===== src/rtl/core/frd_pkg.sv =====
// shared types and codes for the fastcgi record deframer
package frd_pkg;

  // request action codes
  localparam logic [1:0] ACT_DATA    = 2'd0;
  localparam logic [1:0] ACT_CONNECT = 2'd1;
  localparam logic [1:0] ACT_CLOSE   = 2'd2;
  // unused action code, ignored by the block
  localparam logic [1:0] ACT_UNUSED  = 2'd3;

  // result kind codes
  localparam logic [2:0] KIND_BYTE     = 3'd0;
  localparam logic [2:0] KIND_COMPLETE = 3'd1;
  localparam logic [2:0] KIND_END_REQ  = 3'd2;
  localparam logic [2:0] KIND_PROTO    = 3'd3;
  localparam logic [2:0] KIND_CLOSED   = 3'd4;

  // record types of interest
  localparam logic [7:0] TYPE_END_REQUEST = 8'd3;
  localparam logic [7:0] TYPE_STDOUT      = 8'd6;

  // minimum content length of an end-request record
  localparam logic [15:0] END_BODY_MIN = 16'd8;

  // header byte positions
  localparam logic [2:0] HDR_TYPE   = 3'd1;
  localparam logic [2:0] HDR_ID_HI  = 3'd2;
  localparam logic [2:0] HDR_ID_LO  = 3'd3;
  localparam logic [2:0] HDR_LEN_HI = 3'd4;
  localparam logic [2:0] HDR_LEN_LO = 3'd5;
  localparam logic [2:0] HDR_PAD    = 3'd6;
  localparam logic [2:0] HDR_LAST   = 3'd7;

  // one result between parser and output stage
  typedef struct packed {
    logic        valid;
    logic [2:0]  kind;
    logic [15:0] request_id;
    logic [7:0]  out_byte;
  } frd_result_t;

endpackage


===== src/rtl/core/frd_if.sv =====
// valid/ready channel interfaces for the deframer input and result streams
interface frd_in_if;
  logic       valid;
  logic       ready;
  logic [1:0] action;
  logic [7:0] data_byte;

  modport source (output valid, output action, output data_byte, input ready);
  modport sink   (input valid, input action, input data_byte, output ready);
endinterface

interface frd_out_if;
  logic        valid;
  logic        ready;
  logic [2:0]  kind;
  logic [15:0] request_id;
  logic [7:0]  out_byte;

  modport source (output valid, output kind, output request_id, output out_byte,
                  input ready);
  modport sink   (input valid, input kind, input request_id, input out_byte,
                  output ready);
endinterface


===== src/rtl/core/frd_parser.sv =====
// record parser state and per-byte step logic
module frd_parser
  import frd_pkg::*;
(
  input  logic        clk,
  input  logic        rst_n,
  input  logic        step_en,
  input  logic [1:0]  action,
  input  logic [7:0]  data_byte,
  output frd_result_t res
);

  typedef enum logic [1:0] {
    PH_HEADER = 2'd0,
    PH_BODY   = 2'd1,
    PH_HALT   = 2'd2
  } phase_t;

  phase_t      phase_r, phase_nxt;
  logic [2:0]  header_count_r, header_count_nxt;
  logic [7:0]  record_type_r, record_type_nxt;
  logic [15:0] record_id_r, record_id_nxt;
  logic [15:0] content_length_r, content_length_nxt;
  logic [7:0]  padding_length_r, padding_length_nxt;
  logic [16:0] body_count_r, body_count_nxt;

  logic [16:0] body_total;
  logic [17:0] body_pos_inc;
  logic        is_content;
  logic        is_last;

  // body position bookkeeping
  assign body_total   = {1'b0, content_length_r} + {9'd0, padding_length_r};
  assign body_pos_inc = {1'b0, body_count_r} + 18'd1;
  assign is_content   = body_count_r < {1'b0, content_length_r};
  assign is_last      = body_pos_inc >= {1'b0, body_total};

  // next state and result for one request
  always_comb begin
    phase_nxt          = phase_r;
    header_count_nxt   = header_count_r;
    record_type_nxt    = record_type_r;
    record_id_nxt      = record_id_r;
    content_length_nxt = content_length_r;
    padding_length_nxt = padding_length_r;
    body_count_nxt     = body_count_r;
    res                = '0;
    if (step_en) begin
      case (action)
        ACT_CONNECT: begin
          phase_nxt          = PH_HEADER;
          header_count_nxt   = '0;
          record_type_nxt    = '0;
          record_id_nxt      = '0;
          content_length_nxt = '0;
          padding_length_nxt = '0;
          body_count_nxt     = '0;
        end
        ACT_CLOSE: begin
          if (phase_r == PH_HEADER || phase_r == PH_BODY) begin
            phase_nxt  = PH_HALT;
            res.valid  = 1'b1;
            res.kind   = KIND_CLOSED;
          end
        end
        ACT_DATA: begin
          unique case (phase_r)
            PH_HEADER: begin
              // capture header fields
              case (header_count_r)
                HDR_TYPE:   record_type_nxt = data_byte;
                HDR_ID_HI:  record_id_nxt = {data_byte, record_id_r[7:0]};
                HDR_ID_LO:  record_id_nxt = {record_id_r[15:8], data_byte};
                HDR_LEN_HI: content_length_nxt = {data_byte, content_length_r[7:0]};
                HDR_LEN_LO: content_length_nxt = {content_length_r[15:8], data_byte};
                HDR_PAD:    padding_length_nxt = data_byte;
                default:    ;
              endcase
              if (header_count_r != HDR_LAST) begin
                header_count_nxt = header_count_r + 3'd1;
              end else begin
                header_count_nxt = '0;
                body_count_nxt   = '0;
                if (record_type_r == TYPE_END_REQUEST &&
                    content_length_r < END_BODY_MIN) begin
                  phase_nxt = PH_HALT;
                  res.valid = 1'b1;
                  res.kind  = KIND_PROTO;
                end else if (content_length_r == '0 && padding_length_r == '0) begin
                  phase_nxt = PH_HEADER;
                end else begin
                  phase_nxt = PH_BODY;
                end
              end
            end
            PH_BODY: begin
              body_count_nxt = body_pos_inc[16:0];
              if (is_last) begin
                phase_nxt        = PH_HEADER;
                header_count_nxt = '0;
                body_count_nxt   = '0;
                if (record_type_r == TYPE_STDOUT && content_length_r != '0) begin
                  res.valid      = 1'b1;
                  res.kind       = KIND_COMPLETE;
                  res.request_id = record_id_r;
                  res.out_byte   = is_content ? data_byte : 8'd0;
                end else if (record_type_r == TYPE_END_REQUEST) begin
                  res.valid      = 1'b1;
                  res.kind       = KIND_END_REQ;
                  res.request_id = record_id_r;
                end
              end else if (is_content && record_type_r == TYPE_STDOUT) begin
                res.valid      = 1'b1;
                res.kind       = KIND_BYTE;
                res.request_id = record_id_r;
                res.out_byte   = data_byte;
              end
            end
            default: ;
          endcase
        end
        default: ;
      endcase
    end
  end

  // parser state registers
  always_ff @(posedge clk) begin
    if (!rst_n) begin
      phase_r          <= PH_HEADER;
      header_count_r   <= '0;
      record_type_r    <= '0;
      record_id_r      <= '0;
      content_length_r <= '0;
      padding_length_r <= '0;
      body_count_r     <= '0;
    end else begin
      phase_r          <= phase_nxt;
      header_count_r   <= header_count_nxt;
      record_type_r    <= record_type_nxt;
      record_id_r      <= record_id_nxt;
      content_length_r <= content_length_nxt;
      padding_length_r <= padding_length_nxt;
      body_count_r     <= body_count_nxt;
    end
  end

endmodule


===== src/rtl/core/frd_out_stage.sv =====
// result register between parser and output channel
module frd_out_stage
  import frd_pkg::*;
(
  input  logic        clk,
  input  logic        rst_n,
  input  logic        load,
  input  frd_result_t res,
  input  logic        out_ready,
  output logic        space,
  output logic        out_valid,
  output logic [2:0]  out_kind,
  output logic [15:0] out_request_id,
  output logic [7:0]  out_byte
);

  logic        valid_r, valid_nxt;
  logic [2:0]  kind_r;
  logic [15:0] request_id_r;
  logic [7:0]  byte_r;

  // free when empty or draining this cycle
  assign space = !valid_r || out_ready;

  always_comb begin
    valid_nxt = valid_r;
    if (load) begin
      valid_nxt = res.valid;
    end else if (out_ready) begin
      valid_nxt = 1'b0;
    end
  end

  always_ff @(posedge clk) begin
    if (!rst_n) begin
      valid_r <= 1'b0;
    end else begin
      valid_r <= valid_nxt;
    end
  end

  // payload loads with every accepted request
  always_ff @(posedge clk) begin
    if (load) begin
      kind_r       <= res.kind;
      request_id_r <= res.request_id;
      byte_r       <= res.out_byte;
    end
  end

  assign out_valid      = valid_r;
  assign out_kind       = kind_r;
  assign out_request_id = request_id_r;
  assign out_byte       = byte_r;

endmodule


===== src/rtl/core/fastcgi_record_deframer_unit.sv =====
// top level of the fastcgi reply record deframer
//
// in_chan takes one request per cycle while in_chan.ready is high:
// action (data byte, connect, close) and data_byte. The parser collects
// each 8-byte record header, then walks the content and padding. STDOUT
// content bytes go out on out_chan tagged with the request id; the last
// body byte gives a record-complete result instead, carrying that byte
// if it is content. An END_REQUEST record gives an end-of-request result.
// A short END_REQUEST or a close halts the parser until a connect request.
// A result appears on out_chan in the cycle after its request is accepted.
// Throughput: one request per cycle, set by the single result register.
// The result register is refilled in the cycle it drains, so in_chan.ready
// stays high while out_chan.ready is high. When the receiver stalls with a
// result held, in_chan.ready drops until it is taken.
// Reset (rst_n low, synchronous) clears the parser to await a header and
// empties the result register.
module fastcgi_record_deframer_unit
  import frd_pkg::*;
(
  input  logic      clk,
  input  logic      rst_n,
  frd_in_if.sink    in_chan,
  frd_out_if.source out_chan
);

  frd_result_t step_res;
  logic        stage_space;
  logic        in_accept;

  assign in_chan.ready = stage_space;
  assign in_accept     = in_chan.valid && stage_space;

  // record parser
  frd_parser u_parser (
    .clk       (clk),
    .rst_n     (rst_n),
    .step_en   (in_accept),
    .action    (in_chan.action),
    .data_byte (in_chan.data_byte),
    .res       (step_res)
  );

  // result register
  frd_out_stage u_out (
    .clk            (clk),
    .rst_n          (rst_n),
    .load           (in_accept),
    .res            (step_res),
    .out_ready      (out_chan.ready),
    .space          (stage_space),
    .out_valid      (out_chan.valid),
    .out_kind       (out_chan.kind),
    .out_request_id (out_chan.request_id),
    .out_byte       (out_chan.out_byte)
  );

endmodule


===== src/flat_wrapper.sv =====
// flat-port wrapper written by rule: the top's interface ports become plain ports
module fastcgi_record_deframer_unit_flat import frd_pkg::*;
  (clk, rst_n, in_chan_valid, in_chan_action, in_chan_data_byte, in_chan_ready, out_chan_valid, out_chan_kind, out_chan_request_id, out_chan_out_byte, out_chan_ready);
  frd_in_if in_chan_i ();
  frd_out_if out_chan_i ();
  input  logic clk;
  input  logic rst_n;
  input wire logic [$bits(in_chan_i.valid)-1:0] in_chan_valid;
  input wire logic [$bits(in_chan_i.action)-1:0] in_chan_action;
  input wire logic [$bits(in_chan_i.data_byte)-1:0] in_chan_data_byte;
  output wire logic [$bits(in_chan_i.ready)-1:0] in_chan_ready;
  output wire logic [$bits(out_chan_i.valid)-1:0] out_chan_valid;
  output wire logic [$bits(out_chan_i.kind)-1:0] out_chan_kind;
  output wire logic [$bits(out_chan_i.request_id)-1:0] out_chan_request_id;
  output wire logic [$bits(out_chan_i.out_byte)-1:0] out_chan_out_byte;
  input wire logic [$bits(out_chan_i.ready)-1:0] out_chan_ready;
  assign in_chan_i.valid = in_chan_valid;
  assign in_chan_i.action = in_chan_action;
  assign in_chan_i.data_byte = in_chan_data_byte;
  assign in_chan_ready = in_chan_i.ready;
  assign out_chan_valid = out_chan_i.valid;
  assign out_chan_kind = out_chan_i.kind;
  assign out_chan_request_id = out_chan_i.request_id;
  assign out_chan_out_byte = out_chan_i.out_byte;
  assign out_chan_i.ready = out_chan_ready;
  fastcgi_record_deframer_unit u_core (.clk(clk), .rst_n(rst_n), .in_chan(in_chan_i), .out_chan(out_chan_i));
endmodule

===== config.mk =====
export PLATFORM = sky130hd
export DESIGN_NAME = fastcgi_record_deframer_unit_flat
export DESIGN_NICKNAME = d
export VERILOG_FILES = /design/src/rtl/core/frd_pkg.sv /design/src/rtl/core/frd_if.sv /design/src/rtl/core/frd_parser.sv /design/src/rtl/core/frd_out_stage.sv /design/src/rtl/core/fastcgi_record_deframer_unit.sv /design/src/flat_wrapper.sv
export SDC_FILE = /design/constraint.sdc
export NUM_CORES = 1
export LEC_CHECK = 0
export ABC_AREA = 1
export BUFFER_PORTS_ARGS = -buffer_cell sky130_fd_sc_hd__buf_2
export CAP_MARGIN = 25
export CORE_MARGIN = 2
export CORE_UTILIZATION = 34
export CTS_CLUSTER_SIZE = 30
export DETAILED_ROUTE_END_ITERATION = 16
export PLACE_DENSITY_LB_ADDON = 0.15
export SLEW_MARGIN = 30
export SYNTH_ARGS = -nofsm -noshare
export SYNTH_HDL_FRONTEND = slang
export SYNTH_SLANG_ARGS = --single-unit

===== constraint.sdc =====
create_clock -name clk -period 4.4 [get_ports clk]
set_input_delay 0.22 -clock clk [delete_from_list [all_inputs] [get_ports clk]]
set_output_delay 0.22 -clock clk [all_outputs]
set_load 0.01 [all_outputs]

# --- Word-level counts from Yosys, hierarchy flattened ---
# Cells that the tools add are included.
word_totals:
  reg_bits: 98
  output_inout_bits: 29
classes:
  n_addsub: 3
  order_cmp: 3
  n_eq_ne: 27
  mux: 40
  n_reduce_logical: 26
op_table:
  columns: ["op", "count"]
  rows:
  - ["16-bit one-hot mux with 2 select lines", 4]
  - ["17-bit one-hot mux with 2 select lines", 2]
  - ["28-bit two-way mux", 2]
  - ["8-bit two-way mux", 6]
  - ["20-bit two-way mux", 2]
  - ["17-bit two-way mux", 2]
  - ["16-bit two-way mux", 2]
  - ["8-bit one-hot mux with 2 select lines", 2]
  - ["5-bit AND reduction", 4]
  - ["17-bit by 1-bit adder with 18-bit output (second input constant)", 1]
  - ["18-bit by 17-bit >= comparator with 1-bit output", 1]
  - ["16-bit by 8-bit adder with 17-bit output", 1]
  - ["17-bit by 16-bit less-than comparator with 1-bit output", 1]
  - ["16-bit zero test", 1]
  - ["16-bit by 4-bit less-than comparator with 1-bit output (second input constant)", 1]
  - ["4-bit one-hot mux with 2 select lines", 2]
  - ["4-bit AND reduction", 4]
  - ["16-bit nonzero test", 1]
  - ["4-bit two-way mux", 3]
  - ["2-bit by 1-bit != test with 1-bit output (second input constant)", 6]
  - ["2-bit != test (second input constant)", 6]
  - ["3-bit != test (second input constant)", 4]
  - ["3-bit one-hot mux with 2 select lines", 2]
  - ["3-bit == test (second input constant)", 3]
  - ["21 further kinds", 36]

# --- Longest topological paths before layout ---
# Gate-level depths: netlist of the first run.
logic_depth:
  depth_word: 7
  ltp_mapped: 27

# --- By module ---
# A second synthesis of the first run with hierarchy kept.
hier_totals:
  cells_unflattened: 758
  hier_area_um2: 5901.9
modules_own_cells:
  columns: ["module", "instances", "cells_each", "area_each_um2"]
  rows:
  - ["frd_parser", 1, 721, 5036.1]
  - ["frd_out_stage", 1, 35, 858.3]
  - ["fastcgi_record_deframer_unit", 1, 2, 7.5]

# --- Least setup slack after synthesis of the first run ---
# Ideal clock, no wire load.
synth_timing:
  kind: "register to register"
  from: "reg u_core.u_parser.content_length_r[2]"
  to: "reg u_core.u_out.request_id_r[10] (netlist: u_core.u_out.out_request_id[10]) (data pin)"
  setup_ns: 0.252
  t_arrival_ns: 3.060
  slack_ns: 1.088
  path_stages_with_launch: 27
  n_path_buf: 1
  path_cell_list: "dfxtp_1 > ha_1 > a21oi_1 > nand2_1 > nand3_1 > nand2_1 > nand2_1 > nand2_1 > a21oi_1 > nor2_1 > o21a_1 > xor2_1 > ha_1 > nand2_1 > nor2_1 > nand3_1 > nand3_1 > nand2_1 > nand2_1 > nand2_1 > nand2_1 > nand2_1 > nand2_1 > nand2_1 > nand3_2 > buf_4 > nor2_1"
synth_via:
  elab_chain_len: 4
  word_cells_on_any_way: 9
  classes_between: "1 x add/sub; 2 x order compare; 3 x mux; 3 x reduce/logical"
synth_rtl:
  columns: ["item", "line", "text"]
  rows:
  - ["from (decl)", "frd_parser.sv:23", "logic [15:0] content_length_r, content_length_nxt;"]
  - ["from (signal assigned)", "frd_parser.sv:142", "content_length_r <= content_length_nxt;"]
  - ["parallel branches: the longest is 3 deep, another holds 18-bit by 17-bit >= comparator with 1-bit output", null, null]
  - ["28-bit two-way mux (*)", "frd_parser.sv:98", "if (is_last) begin"]
  - ["to (signal assigned)", "frd_out_stage.sv:46", "request_id_r <= res.request_id;"]
  - ["to (decl)", "frd_out_stage.sv:19", "logic [15:0] request_id_r;"]
# Mark *: on every way between the ends.
# A chain may end at the register's enable or synchronous reset.

# --- Final worst setup path of the first run ---
layout_timing:
  from: "reg u_core.u_parser.content_length_r[2]"
  to: "reg u_core.u_out.valid_r (netlist: u_core.u_out.out_valid)"
layout_via:
  elab_chain_len: 7
  word_cells_on_any_way: 16
  classes_between: "1 x add/sub; 3 x order compare; 8 x mux; 4 x reduce/logical"
layout_rtl:
  columns: ["item", "line", "text"]
  rows:
  - ["parallel branches: the longest is 4 deep, another holds 18-bit by 17-bit >= comparator with 1-bit output", null, null]
  - ["4-bit one-hot mux with 2 select lines (*)", "frd_parser.sv:67", "unique case (phase_r)"]
  - ["4-bit one-hot mux with 2 select lines (*)", "frd_parser.sv:49", "case (action)"]
  - ["1-bit two-way mux (*)", "frd_out_stage.sv:27", "if (load) begin"]
  - ["to (signal assigned)", "frd_out_stage.sv:38", "valid_r <= valid_nxt;"]
  - ["to (decl)", "frd_out_stage.sv:17", "logic valid_r, valid_nxt;"]
# Marked as above.

==> results of run 1 <==
==> state kept, by name, indices dropped and copies added, names as in the netlist <==
signal	flops
u_core.u_parser.padding_length_r	8
u_core.u_parser.body_count_r	17
u_core.u_out.out_kind	3
u_core.u_parser.content_length_r	16
u_core.u_out.out_byte	8
u_core.u_parser.record_type_r	8
u_core.u_parser.header_count_r	3
u_core.u_parser.record_id_r	16
u_core.u_out.out_valid	1
u_core.u_parser.phase_r	2
u_core.u_out.out_request_id	16
==> metal layers <==
layer | global-route usage [%] | vias to the layer above | share of wire [%]
li1 | - | 2501 | -
met1 | 22.3 | 2232 | 48
met2 | 28.7 | 64 | 47
met3 | 2.61 | 12 | 3.3
met4 | 4.91 | 0 | 1.7
met5 | 0 | - | 0
==> cells in the mapped netlist (3+ instances only) <==
cell      number
a211oi_1      32
a21oi_1       87
a21oi_2        7
buf_2          5
clkbuf_1      11
clkinv_1       4
dfxtp_1       71
edfxtp_1      27
ha_1          47
inv_1        100
inv_2          8
nand2_1      117
nand3_1       18
nand3_2        5
nand4_1        9
nor2_1        71
nor2_2         4
nor2_4         3
nor3_1        17
nor4_1         3
o21ai_0       31
o21ai_1        3
xnor2_1        7
xor2_1        16
==> where the power goes <==
group / switching, mW / leakage (nW) / internal (mW) / total, mW
Sequential: 0.0245 / 0.857 / 0.970 / 0.995
Clock: 0.353 / 0.145 / 0.457 / 0.810
Combinational: 0.212 / 1.75 / 0.0995 / 0.311
==> cells by family after synthesis <==
group	after synthesis	share of synthesized area [%]
and+or+nand+nor	259	20.6
adders and majority gates	48	10.6
xor gates and xnor gates	25	4.06
buffers and inverters	130	8.77
DFF	98	38.7
AOI/OAI and AO/OA	169	17.3
==> final timing paths <==
path,startpoint,to,slack (ns),cells past startpoint
max,u_core.u_parser.content_length_r[2]$_SDFFE_PN0P_,u_core.u_out.out_valid$_SDFFE_PN0P_,0.52,26
min,in_chan_valid,u_core.u_out.out_valid$_SDFFE_PN0P_,0.14,3
min reg2reg,u_core.u_parser.record_type_r[3]$_SDFFE_PN0P_,u_core.u_parser.record_type_r[3]$_SDFFE_PN0P_,0.46,2
max reg2reg,u_core.u_parser.content_length_r[2]$_SDFFE_PN0P_,u_core.u_out.out_valid$_SDFFE_PN0P_,0.52,26
==> worst max-delay path, cell delays in order, from the launching register on <==
cell and delay (ns):
dfxtp_1 0.32, ha_1 0.35, a21oi_1 0.14, nand2_1 0.09
nand3_1 0.10, nand2_1 0.08, nand2_1 0.08, nand2_1 0.06
a21oi_1 0.20, nor2_1 0.06, o21a_1 0.21, xor2_1 0.16
ha_1 0.31, nand2_1 0.07, nor2_1 0.19, nand3_1 0.10
nand3_1 0.09, nand2_1 0.05, nand2_1 0.05, nand2_1 0.05
nand2_1 0.13, nand2_1 0.09, nand3_1 0.10, nand3_2 0.34
nand2_1 0.16, nand2_1 0.06, a21oi_1 0.12
==> metrics by stage <==
step | util [%] | hold slack (ns) | cells
after floorplan | - | 0.363 | 729
final | 39.0 | 0.141 | 989
after detailed placement | 37.2 | 0.448 | 974
after CTS | 39.0 | 0.127 | 989
after global placement | 37.2 | 0.442 | 974
after global routing | 39.0 | 0.167 | 989
==> area by class of cell <==
type	instances	share of cell area, %
tap	220	4.25
clock inverter	5	0.928
multi-input combinational	501	46.7
timing repair buffer	43	3.36
sequential	98	34.5
inverter	112	6.52
clock buffer	10	3.69
==> summary.txt, run 1 <==
Clock tree
  – Hold-fix buffers at CTS: 0
  – CTS clock-pin slew for the worst setup and hold paths: 0.07 ns
  – Clock Tree Root: clkbuf_16
  – TritonCTS Buffers: 9
  – Longest Clk Path Bufs: 2
  – CTS resizes: 0
  – # clock sinks: 98
  – Clock Latency Late Sink: 0.35 ns
  – Post-CTS setup buffer count: 0
  – H-tree depth: 3
  – CTS tree: yes

STA
  – Fmax: 258 MHz
  – Worst-Margin Slew: 1.09 ns
  – Fin crit period: 3.88 ns
  – Worst Clk Skew: 0.00621 ns
  – Final slew viol count: 0
  – Final Setup Violations: 0
  – Post-route clock period utilization: 88.2%
  – Fin worst setup slack: 0.518 ns
  – Fin. Hold Viols: 0
  – Slew HR: 26.8%
  – RSZ-0062 raised after global routing: no
  – Final setup TNS: 0 ns

Setup path
  – Critical Path RT: 4.65 ns
  – Critical path arrival: 4.14 ns
  – Worst-path fanout max: 17
  – Worst setup path class: reg -> reg
  – Startpoint Class: flop
  – Worst setup EP type: flop

Floorplan
  – Die X: 134 microns
  – Rows: 47
  – Die Y: 134 microns
  – Starting density of the core: 34.7%
  – Die area: 0.0180 sq mm
  – I/O pins: 43
  – Core area: 0.0166 sq mm

Route
  – # DRC: 0
  – Final ANT Viol Nets: 0
  – Via count: 4809
  – Detailed Route WL: 14700 microns
  – Initial DRC count: 215
  – Routed len/inst: 14.9 microns
  – Pre-Repair DR Iteration Count: 4
  – Drt via density: 4.86

Global route
  – Number of global-route vias before repair: 4659
  – Remaining Overflow, GRT: 0
  – First-pass GRT wire length: 23900 microns
  – Total GRT Usage: 16.9%
  – Largest net degree at the start of global routing: 54
  – Initial antenna violation count: 0

Power
  – PnR Total Power: 2.12 mW
  – Leak Pwr: 2.75 nW
  – Maximum vdd drop: 0.217 mV
  – Power Dens Cells: 327 mW/mm^2

Synth
  – Netlist cell types: 44
  – Share of the synthesized area in the top cell type: 24.7%
  – Post-synth EDFFs: 27
  – Ys async rst share: 0%
  – Post-Syn Nets: 791
  – Cells after Synth: 729
  – Main flop type after synthesis: dfxtp_1
  – Synth warn: 0
  – Area contributors post-synth: dfxtp_1 (25%), edfxtp_1 (14%), ha_1 (10%)
  – Biggest area consumer among synthesized cells: dfxtp_1
  – Synth Cell Area: 0.00576 sq mm
  – Mapped Avg Cell Area: 7.90 sq um
  – Synth Register Bits: 98
  – Seq/Total Area, Yosys: 38.7%

Cells and area
  – Fillcell total: 1737
  – Multi-input combinational cell area: 0.00302 sq mm
  – Post-route cell area: 0.00647 sq mm
  – Most frequent cells in the layout: nand2_1 (117), inv_1 (99), a21oi_1 (87), nor2_1 (71), dfxtp_1 (71)
  – Sequential cell area: 0.00223 sq mm
  – Share of cells above drive strength 1: 12.9%
  – Area delta synth->final: 12.3%
  – Commonest non-fill, non-tap cell in the layout: nand2_1
  – Antenna cells: 0
  – Post-layout nets: 827

Place
  – PortBufs: 42
  – Dpl hpwl: 11200 microns
  – Placement Setup Slack: 0.572 ns
  – Dpl cell area: 0.00617 sq mm
  – Routability Congestion: 0.855

Status
  – Outcome: completed

Worst hold path
  – Class of the worst hold path: in -> reg

Job
  – Max-capacitance violation count: 0
No activity file was read; power rests on OpenSTA's default activity.
==> inputs of run 2 (changes only) <==
clock period = 3.7 ns   (was 4.4 ns; I/O delays follow)
==> summary.txt, run 2 (same netlist as run 1, synthesis figures left out) <==
Power
  – Maximum vdd drop: 0.308 mV
  – Logic pwr share: 15.4%
  – Sequential share of power: 45.2%
  – Sw Ratio: 27.6%
  – Clock power frac: 39.4%
  – Leak Pwr: 2.92 nW
  – Psw: 728 uW
  – Power Dens Cells: 382 mW/mm^2
  – PnR Total Power: 2.63 mW
  – Pint: 1.91 mW

Cells and area
  – Max reg flops: 17
  – Commonest non-fill, non-tap cell in the layout: nand2_1
  – Share of cells above drive strength 1: 20.0%
  – Area delta synth->final: 19.5%
  – Post-layout nets: 848
  – Most flops, register: u_core.u_parser.body_count_r
  – Most frequent cells in the layout: nand2_1 (107), inv_1 (99), a21oi_1 (80), nor2_1 (69), dfxtp_1 (63)
  – Antenna cells: 0
  – Fillcell total: 1713
  – Core Util, Final: 41.5%

Route
  – Final ANT Viol Nets: 0
  – Pre-Repair DR Iteration Count: 5
  – Routed len/inst: 15.6 microns
  – Drt via density: 4.88
  – # DRC: 0
  – Via count: 4933
  – Initial DRC count: 309
  – Detailed Route WL: 15700 microns

STA
  – Final slew viol count: 0
  – Fin crit period: 3.56 ns
  – Worst Clk Skew: 0.00966 ns
  – Fin. Hold Viols: 0
  – Fin worst setup slack: 0.143 ns
  – Slew HR: 41.8%
  – Final setup TNS: 0 ns
  – Fmax: 281 MHz
  – Final Setup Violations: 0
  – RSZ-0062 raised after global routing: yes
  – Post-route clock period utilization: 96.1%
  – Worst-Margin Slew: 0.870 ns

Setup path
  – Worst setup path class: reg -> reg
  – Startpoint Class: flop
  – Critical Path RT: 3.97 ns
  – Worst setup EP type: flop
  – Critical path arrival: 3.83 ns
  – Worst-path fanout max: 6

Worst hold path
  – Class of the worst hold path: in -> reg

Global route
  – First-pass GRT wire length: 24800 microns
  – Number of global-route vias before repair: 4701
  – Largest net degree at the start of global routing: 54
  – Remaining Overflow, GRT: 0
  – Initial antenna violation count: 0
  – Total GRT Usage: 17.7%

Clock tree
  – CTS clock-pin slew for the worst setup and hold paths: 0.07 ns
  – TritonCTS Buffers: 9
  – Longest Clk Path Bufs: 2
  – # clock sinks: 98
  – Clock Tree Root: clkbuf_16
  – CTS tree: yes
  – H-tree depth: 3
  – Clock Latency Late Sink: 0.36 ns

Place
  – Placement Setup Slack: 0.0402 ns
  – Routability Congestion: 0.873
  – PortBufs: 42
  – Dpl hpwl: 11300 microns

Floorplan
  – Die Y: 134 microns
  – I/O pins: 43
  – Core area: 0.0166 sq mm
  – Starting density of the core: 34.7%
  – Die X: 134 microns
  – Rows: 47
  – Die area: 0.0180 sq mm

Job
  – Max-capacitance violation count: 0

Status
  – Outcome: completed
[run 2: layout make-up]
type	count	area [sq um]	share of cell area, %
well taps	220	275	4.00
repair buffers	64	418	6.07
inverters	112	423	6.14
clock buffers	10	239	3.47
flip-flops and latches	98	2240	32.6
multi-input cells	501	3200	46.5
clock inverters	5	85.1	1.24
[run 2: repair_timing]
| action | in CTS | in global routing |
|---|---|---|
| hold buffers | 0 | 0 |
| resized for setup | 0 | 45 |
| setup buffers | 0 | 10 |
| setup endpoints to repair | 0 | 49 |
[run 2: through the flow]
stage	instances	instance area (sq um)	hold slack (ns)
finish	1010	6890	0.0850
global placement	984	6260	0.441
detailed placement	984	6260	0.454
global route	1010	6890	0.103
floorplan	729	5760	0.328
CTS	999	6580	0.0828
[run 2: per-layer routing]
metal  part of all wire, %  track usage (%)
met1                    46             23.0
met2                    49             30.5
met3                   3.5             3.51
met4                   1.3             3.92
met5                     0                0
[run 2: path summary, 6_finish.rpt]
check	start	to	slack, ns	depth (start not counted)
worst max register to register	u_core.u_parser.content_length_r[0]$_SDFFE_PN0P_	u_core.u_parser.body_count_r[1]$_SDFFE_PN0P_	0.14	25
worst max-delay path	u_core.u_parser.content_length_r[0]$_SDFFE_PN0P_	u_core.u_parser.body_count_r[1]$_SDFFE_PN0P_	0.14	25
worst min register to register	u_core.u_parser.record_type_r[3]$_SDFFE_PN0P_	u_core.u_parser.record_type_r[3]$_SDFFE_PN0P_	0.46	2
worst min-delay path	in_chan_valid	u_core.u_out.out_valid$_SDFFE_PN0P_	0.08	3
[run 2: worst max-delay path, stage by stage (launching register included)]
cell and delay (ns):
dfxtp_1 0.37, ha_4 0.16, fa_2 0.21, nand3_1 0.07, nand2_1 0.09, nand2_1 0.06
o211ai_1 0.15, nand2_1 0.11, nor2_2 0.15, nand3_2 0.11, nor3_4 0.22, xor2_1 0.17
ha_1 0.24, nand2_1 0.07, inv_1 0.05, and3_1 0.14, nand4_1 0.08, nand2_1 0.06
inv_1 0.06, nand2_2 0.07, a21boi_4 0.20, nand2_4 0.10, nor2_8 0.18, clkbuf_16 0.18
nand2_1 0.05, a21oi_1 0.12
[run 2: power groups by stage]
stage               clock [mW]  sequential (mW)  combinational (mW)
finish                    1.04             1.19               0.407
global route              1.10             1.20               0.460
CTS                       1.06             1.18               0.379
detailed placement           0             1.21               0.376
global placement             0             1.21               0.375
floorplan                    0             1.21               0.261
==> inputs of run 3 (changes only) <==
HOLD_SLACK_MARGIN = 0.15   (was unset)
SLEW_MARGIN = 10   (was 30)
==> summary.txt, run 3 (same netlist as run 1, synthesis figures left out) <==
STA
  – RSZ-0062 raised after global routing: yes
  – Post-route clock period utilization: 96.0%
  – Worst Clk Skew: 0.00628 ns
  – Fin. Hold Viols: 0
  – Worst-Margin Slew: 0.835 ns
  – Fmax: 281 MHz
  – Fin crit period: 3.55 ns
  – Final Setup Violations: 0
  – Hold WS: 0.197 ns
  – Slew HR: 44.1%
  – Final slew viol count: 0
  – Final setup TNS: 0 ns

Global route
  – Largest net degree at the start of global routing: 54
  – Initial antenna violation count: 0
  – Number of global-route vias before repair: 4721
  – Total GRT Usage: 17.8%
  – First-pass GRT wire length: 24900 microns
  – Remaining Overflow, GRT: 0

Route
  – Pre-Repair DR Iteration Count: 5
  – Final ANT Viol Nets: 0
  – Detailed Route WL: 15700 microns
  – # DRC: 0
  – Via count: 4977
  – Initial DRC count: 259
  – Drt via density: 4.93
  – Routed len/inst: 15.6 microns

Setup path
  – Critical Path RT: 3.99 ns
  – RR Endpoint: u_core.u_parser.body_count_r[2]$_SDFFE_PN0P_
  – Worst-path fanout max: 8
  – Worst setup path class: reg -> reg
  – Reg-to-Reg Start: u_core.u_parser.content_length_r[0]$_SDFFE_PN0P_
  – Most frequent CP cell: nand2_1
  – Critical-path cell list: ha_4, fa_2, nand3_1, nand2_1, nand2_1, o211ai_1, nand2_1, nor2_2, nand3_2, nor3_4, xor2_1, ha_1, nand2_1, inv_2, and3_1, nand4_1, nand2_1, inv_1, nand2_2, a21boi_4, nand2_4, nor2_8, nand2_1, a21oi_2
  – Critical path arrival: 3.84 ns
  – R2R depth: 24
  – Worst setup EP type: flop
  – R2R setup slack: 0.15 ns
  – Slowest cell delay on critical path: 0.35 ns
  – Slowest CP cell: dfxtp_2
  – Startpoint Class: flop

Worst hold path
  – Hold wc startpoint: in_chan_data_byte[7]
  – Hold path depth: 3
  – Hold EP: u_core.u_out.out_byte[7]$_SDFFCE_PN0P_
  – Class of the worst hold path: in -> reg

Place
  – Dpl hpwl: 11400 microns
  – Dpl cell area: 0.00626 sq mm
  – Routability Congestion: 0.873
  – PortBufs: 42

Floorplan
  – Die area: 0.0180 sq mm
  – Die X: 134 microns
  – Rows: 47
  – I/O pins: 43
  – Core area: 0.0166 sq mm
  – Starting density of the core: 34.7%
  – Die Y: 134 microns

Status
  – Outcome: completed

Cells and area
  – Post-layout nets: 846
  – Most frequent cells in the layout: nand2_1 (111), inv_1 (97), a21oi_1 (78), nor2_1 (69), dfxtp_1 (59)
  – Post-route cell area: 0.00690 sq mm
  – Max reg flops: 17
  – Most flops, register: u_core.u_parser.body_count_r
  – Fillcell total: 1720
  – Commonest non-fill, non-tap cell in the layout: nand2_1
  – Antenna cells: 0
  – Share of cells above drive strength 1: 20.5%
  – Area delta synth->final: 19.7%

Power
  – Maximum vdd drop: 0.240 mV
  – Leak Pwr: 2.90 nW
  – Power Dens Cells: 374 mW/mm^2
  – PnR Total Power: 2.58 mW

Clock tree
  – Longest Clk Path Bufs: 2
  – Clock Tree Root: clkbuf_16
  – CTS tree: yes
  – Clock Latency Late Sink: 0.36 ns
  – TritonCTS Buffers: 9
  – H-tree depth: 3
  – # clock sinks: 98
  – CTS clock-pin slew for the worst setup and hold paths: 0.07 ns

Job
  – Max-capacitance violation count: 0
## run 3: per-layer routing
layer	track usage, %	vias up	wire (microns)
li1	-	2547	-
met1	23.2	2319	7210
met2	30.3	96	7630
met3	3.55	15	630
met4	4.04	0	260
met5	0	-	0
## run 3: worst max-delay path: cells and delay by family (launching register included)
family | cells | cell delay [ns]
and+or+nand+nor | 15 | 1.78
adders and majority gates | 3 | 0.62
AOI/OAI and AO/OA | 3 | 0.48
DFF | 1 | 0.35
xor gates and xnor gates | 1 | 0.17
buffers and inverters | 2 | 0.10
## run 3: what timing repair did
| item | 4_1_cts | 5_1_grt |
|---|---|---|
| setup buffers | 0 | 4 |
| gates resized for setup | 0 | 56 |
| hold buffers | 2 | 0 |
| hold endpoints to repair | 1 | 0 |
| endpoints found under the setup margin | 0 | 49 |
## run 3: power by group
group / internal (mW) / total, mW / switching [mW]
clock network: 0.533 / 0.978 / 0.444
logic: 0.143 / 0.415 / 0.272
registers: 1.15 / 1.19 / 0.0357
total: 1.83 / 2.58 / 0.752
## run 3: per-stage QoR
stage | util [%] | cells | setup WS (ns)
finish | 41.6 | 1009 | 0.147
global route | 41.6 | 1009 | -0.0345
CTS | 39.7 | 1002 | 0.0254
detailed placement | 37.7 | 984 | 0.0366
global placement | 37.7 | 984 | -0.0109
floorplan | - | 729 | 0.388
## run 3: final cells by class
class | instances | area (sq um) | area share, %
multi-input combinational | 502 | 3230 | 46.8
sequential | 98 | 2250 | 32.7
inverter | 112 | 420 | 6.09
timing repair buffer | 61 | 415 | 6.02
tap | 220 | 275 | 3.99
clock buffer | 10 | 229 | 3.32
clock inverter | 6 | 73.8 | 1.07
## run 3: how the worst max path moves through the flow
| stage | from | slack, ns | end | cells after the start |
|---|---|---|---|---|
| 2_1_floorplan | u_core.u_parser.content_length_r[2]$_SDFFE_PN0P_ | 0.39 | u_core.u_out.out_request_id[10]$_SDFFCE_PN0P_ | 26 |
| 3_3_place_gp | u_core.u_parser.content_length_r[2]$_SDFFE_PN0P_ | -0.01 | u_core.u_out.out_request_id[12]$_SDFFCE_PN0P_ | 26 |
| 3_5_place_dp | u_core.u_parser.content_length_r[2]$_SDFFE_PN0P_ | 0.04 | u_core.u_out.out_request_id[10]$_SDFFCE_PN0P_ | 26 |
| 4_1_cts | u_core.u_parser.content_length_r[2]$_SDFFE_PN0P_ | 0.03 | u_core.u_out.out_request_id[10]$_SDFFCE_PN0P_ | 26 |
| 5_1_grt | u_core.u_parser.content_length_r[0]$_SDFFE_PN0P_ | -0.03 | u_core.u_parser.body_count_r[5]$_SDFFE_PN0P_ | 24 |
| 6_report | u_core.u_parser.content_length_r[0]$_SDFFE_PN0P_ | 0.15 | u_core.u_parser.body_count_r[2]$_SDFFE_PN0P_ | 24 |
